--- src/design/d4wt_mac.sv ---
// Multiply-accumulate unit: one tap product a cycle on prod_en, registered
// product, then accumulate; round and saturate the sum. Uses no package.
module d4wt_mac #(
    parameter int DATA_WIDTH = 32
) (
    input  logic                         clk,
    input  logic                         clear,
    input  logic                         prod_en,
    input  logic                         acc_en,
    input  logic signed [16:0]           coef,
    input  logic signed [DATA_WIDTH-1:0] sample,
    output logic signed [DATA_WIDTH-1:0] result
);
    localparam int PW = DATA_WIDTH + 17;
    localparam int AW = PW + 3;

    logic signed [PW-1:0] prod_reg;
    logic signed [AW-1:0] acc_reg;
    logic signed [AW-1:0] rnd;
    logic signed [AW-16:0] q;
    logic signed [AW-16:0] hi;
    logic signed [AW-16:0] lo;

    always_ff @(posedge clk)
    begin
        if (prod_en)
        begin
            prod_reg <= coef * sample;
        end
        if (clear)
        begin
            acc_reg <= AW'(16384);
        end
        else if (acc_en)
        begin
            acc_reg <= acc_reg + AW'(prod_reg);
        end
    end

    always_comb
    begin
        rnd = acc_reg;
        q   = rnd[AW-1:15];
        hi  = (AW-15)'({1'b0, {(DATA_WIDTH-1){1'b1}}});
        lo  = ~hi;
        if (q > hi)
        begin
            result = hi[DATA_WIDTH-1:0];
        end
        else if (q < lo)
        begin
            result = lo[DATA_WIDTH-1:0];
        end
        else
        begin
            result = q[DATA_WIDTH-1:0];
        end
    end
endmodule

--- config.mk ---
export PLATFORM = sky130hd
export DESIGN_NAME = d4wt_mac
export DESIGN_NICKNAME = d
export VERILOG_FILES = /design/src/design/d4wt_mac.sv
export SDC_FILE = /design/constraint.sdc
export NUM_CORES = 2
export LEC_CHECK = 0
export BUFFER_PORTS_ARGS = -buffer_cell sky130_fd_sc_hd__buf_2
export CELL_PAD_IN_SITES_DETAIL_PLACEMENT = 1
export CELL_PAD_IN_SITES_GLOBAL_PLACEMENT = 1
export CORE_MARGIN = 2
export CORE_UTILIZATION = 26
export DETAILED_ROUTE_END_ITERATION = 12
export PLACE_DENSITY_LB_ADDON = 0.1
export SYNTH_ARGS = -nofsm -noshare
export SYNTH_HDL_FRONTEND = slang
export SYNTH_SLANG_ARGS = --single-unit
--- constraint.sdc ---
create_clock -name clk -period 8.7 [get_ports clk]
set_input_delay 0.435 -clock clk [delete_from_list [all_inputs] [get_ports clk]]
set_output_delay 0.435 -clock clk [all_outputs]
set_load 0.01 [all_outputs]
* Word-level counts from Yosys, hierarchy flattened
Index checks and enable logic that the tools add are counted.
** Storage, ports and cells
- Latch bits :: 0
- Output and inout bits :: 32
- Bits of input ports :: 53
- Bits in registers :: 101
- Bits in writable memories :: 0
- Memories :: 0
- Bits in read-only memories :: 0
** Cells by class
- Div/mod/pow operators :: 0
- Equality and inequality tests :: 0
- Reductions and logical operators :: 0
- Bitwise logic cells :: 0
- Add/sub/neg operators :: 1
- $lt $le $gt $ge :: 2
- Multipliers :: 1
- Mux-type cells :: 2
- Shift operators :: 0
** Operators by type and width (number)
- 2-to-1 mux 32 bit :: 2
- adder 52 x 49 -> 52 bit :: 1
- multiplier 17 x 32 -> 49 bit :: 1
- > comparator 37 x 32 -> 1 bit, second input constant :: 1
- less-than comparator 37 x 32 -> 1 bit, second input constant :: 1

* Longest topological paths before layout
- Depth in word-level cells :: 3
- Mapped depth :: 27

* Least setup slack after synthesis
Ideal clock, no wire load.
- Kind :: input port to flip-flop
- Start :: input port coef[16]
- End :: register prod_reg[48], data pin
- Path slack :: 2.279 ns
- Data arrival time :: 6.162 ns
- Cell stages on the path :: 24
- Library setup time :: 0.259 ns
- Path through :: clkinv_1 buf_1 nor2_1 fa_1 fa_1 fa_1 fa_1 fa_1 inv_1 fa_1 inv_1 ha_1 clkbuf_1 a21oi_1 o21ai_0 a21o_1 a21oi_1 nor2_1 o31a_1 o21ai_1 o31a_1 o21ai_0 a21oi_1 xnor2_1
** Between the ends
- Cells in the longest elaborated chain, start to end :: 1
** Ends and longest elaborated chain
- start: declaration :: RTL line 10 : input logic signed [16:0] coef,
- multiplier 17 x 32 -> 49 bit :: RTL line 28 : prod_reg <= coef * sample;
- end signal: assignment :: RTL line 28
- end: declaration :: RTL line 17 : logic signed [PW-1:0] prod_reg;
Every way passes these cells.
A chain may end at the register's enable or synchronous reset.

* Worst setup path in the final report
- Start :: input port coef[16]
- End :: register prod_reg[47], data pin
The elaborated chain is that of the path after synthesis.

==> results.py <==
metrics = {
    "die": {
        "boundaryPins": 85,
        "start_util": 0.262,
        "core_area_sq_um": 94900,
        "dieHeight_microns": 313,
        "core.rowCount": 113,
        "die_x_microns": 313,
        "dieArea_sq_um": 98000,
    },
    "timing": {
        "max_clock_freq_mhz": 136,
        "hold_violations": 0,
        "layout_setup_ws_ns": 1.33,
        "drv_slew": 0,
        "fin_crit_ns": 7.37,
        "finalCritPeriodShare": 0.847,
        "final.setup_skew_ns": 0.0149,
        "fin_setup_tns_ns": 0,
        "rsz0062_at_grt": "no",
        "finalSetupViolations": 0,
        "relSlewSlack": 0.275,
        "tightestPinTransition_ns": 1.09,
    },
    "yosys": {
        "avgSynthCellArea_sq_um": 9.10,
        "syn_area_sq_um": 24800,
        "synth_warnings": 0,
        "synth.net_count": 3472,
        "ys_types": 78,
        "synthTopCellsByCount": "528 x inv_1, 522 x fa_1, 355 x nand2_1, 235 x and2_1, 166 x ha_1",
        "yosysMostFrequentCell": "inv_1",
        "synth_top_area_frac": 0.421,
        "synth-edff-count": 49,
        "yosys.area.top_type": "fa_1",
        "ys.flop_type": "dfxtp_1",
        "ys_ff_latch": 101,
        "synthCells": 2731,
        "seq_area_frac_synth": 0.101,
        "async_reset_ff_frac": 0,
        "synth.area.top_cells": "fa_1 42%, ha_1 8.4%, inv_1 8.0%, edfxtp_1 5.9%, and2_1 5.9%",
    },
    "place": {
        "numPortBuffers": 84,
        "place.gp.congestion": 0.814,
        "dp_hpwl_mm": 64.8,
        "numPlacedInstances": 3964,
        "pre_cts_ws_ns": 0.890,
    },
    "detailed_routing": {
        "drt_iter0_drc": 760,
        "drt_pre_antenna_iters": 5,
        "viasPerCell": 4.57,
        "routedWlPerCell_microns": 20.2,
        "drc": 0,
        "vias": 18171,
        "routed_wl_mm": 80.3,
        "drtAntennaViolNets": 0,
    },
    "status": {
        "outcome": "finished clean",
    },
    "layout": {
        "regArea_sq_um": 2510,
        "multiInputGateArea_sq_um": 19900,
        "n_fill_cell": 11000,
        "fin_cells": 3980,
        "syn_to_final_growth_pct": 7.65,
        "antenna_cells": 0,
        "fin_util": 0.282,
        "largest_reg_flops": 52,
        "drive_gt1_frac": 0.0494,
        "fin_nets": 3451,
    },
    "worst_hold_path": {
        "min_path_type": "register to register",
    },
    "worst_setup_path": {
        "arrival_ns": 7.49,
        "path_max_fanout": 18,
        "startpoint_type": "input port",
        "cp.required_ns": 8.82,
        "crit_type": "input port to register",
        "endpoint_kind": "register",
    },
    "grt": {
        "antenna_found_initial": 1,
        "grt_max_degree": 61,
        "overflow": 0,
        "grt_pass1_wl_mm": 128,
        "grt_use_total": 0.169,
        "grt_pass1_vias": 21103,
    },
    "clock_tree": {
        "cts_buffers": 9,
        "clk_latency_ns": 0.37,
        "root_buffer": "clkbuf_16",
        "cts_hold_buf": 0,
        "htree_levels": 3,
        "clock_sinks": 101,
        "cts_resized": 0,
        "cts_tree": "yes",
        "post_cts_buffers": 0,
        "path_clk_slew_ns": 0.07,
        "cts.path.max_buffers": 2,
    },
    "flow_run": {
        "cap_violations": 0,
    },
}
routing by layer:
layer	share of wire	wire [microns]	track usage	up-vias
li1	-	-	-	8365
met1	0.52	41600	0.253	9555
met3	0.022	1790	0.0114	45
met5	0	0	0	-
met4	0.012	952	0.0245	0
met2	0.45	36000	0.271	206
logic make-up after synthesis:
| group | Yosys count | synth area share |
|---|---|---|
| compound gates | 358 | 0.0960 |
| xor+xnor | 89 | 0.0314 |
| fa+ha+maj | 688 | 0.504 |
| buf+inv | 659 | 0.0999 |
| flops | 101 | 0.101 |
| mux | 25 | 0.0102 |
| simple gates | 811 | 0.157 |
worst max-delay path, cell delays in order:
cell       delay, ns
buf_2           0.19
clkinv_1        0.73
buf_4           0.44
nor2_1          0.15
fa_1            0.45
fa_1            0.48
fa_1            0.52
fa_1            0.52
fa_1            0.55
inv_1           0.06
fa_1            0.53
inv_1           0.04
ha_1            0.38
a21oi_1         0.22
o21ai_0         0.12
a21oi_1         0.17
a2bb2oi_1       0.18
nand3_1         0.22
a21oi_1         0.30
o21ai_1         0.15
nand2_1         0.10
nand2b_1        0.08
a221o_1         0.33
xor2_1          0.14
final cells by class:
cell class | count | area share
repair buffers | 98 | 0.0197
inverters | 529 | 0.0743
clock inverters | 7 | 0.00206
well taps | 1265 | 0.0592
flip-flops and latches | 101 | 0.0940
multi-input cells | 1971 | 0.742
clock buffers | 9 | 0.00842
through the flow:
stage	area (sq um)	hold slack, ns
6_report	26700	0.480
5_1_grt	26700	0.520
4_1_cts	26700	0.485
3_5_place_dp	26500	0.467
3_3_place_gp	26500	0.459
2_1_floorplan	24800	0.443
final timing paths:
check	start	end	slack [ns]	depth (start not counted)
max reg2reg	prod_reg[6]$_DFFE_PP_	acc_reg[39]$_SDFFE_PP0P_	5.02	12
min	acc_reg[14]$_SDFFE_PP1P_	acc_reg[14]$_SDFFE_PP1P_	0.48	1
max	coef[16]	prod_reg[47]$_DFFE_PP_	1.33	24
min reg2reg	acc_reg[14]$_SDFFE_PP1P_	acc_reg[14]$_SDFFE_PP1P_	0.48	1
cells in the final DEF, fill, tap and decap left out, types with 4 or more instances in the layout:
master,netlist,routed
nor2_1,102,102
nand2b_1,16,16
nor2b_1,12,12
a21oi_1,112,111
o21ai_0,50,49
dfxtp_1,52,52
o21a_1,5,5
and2_1,235,235
nor3_1,17,17
and3_1,11,11
a31oi_1,9,9
edfxtp_1,49,49
nand4_1,18,18
nand2_1,355,355
xor2_1,29,29
buf_2,2,84
mux2i_1,23,23
clkbuf_16,0,9
o21ai_1,4,4
xnor2_1,60,60
o21bai_1,20,20
a21o_1,79,79
a211oi_1,15,15
nand3_1,25,25
o31a_1,5,5
ha_1,166,166
fa_1,522,522
inv_1,528,528
o22ai_1,10,10
buf_4,1,14
Power is left out: the tool's default activity adds up to more than one toggle a clock period on the data nets, which glitch-free logic cannot reach.
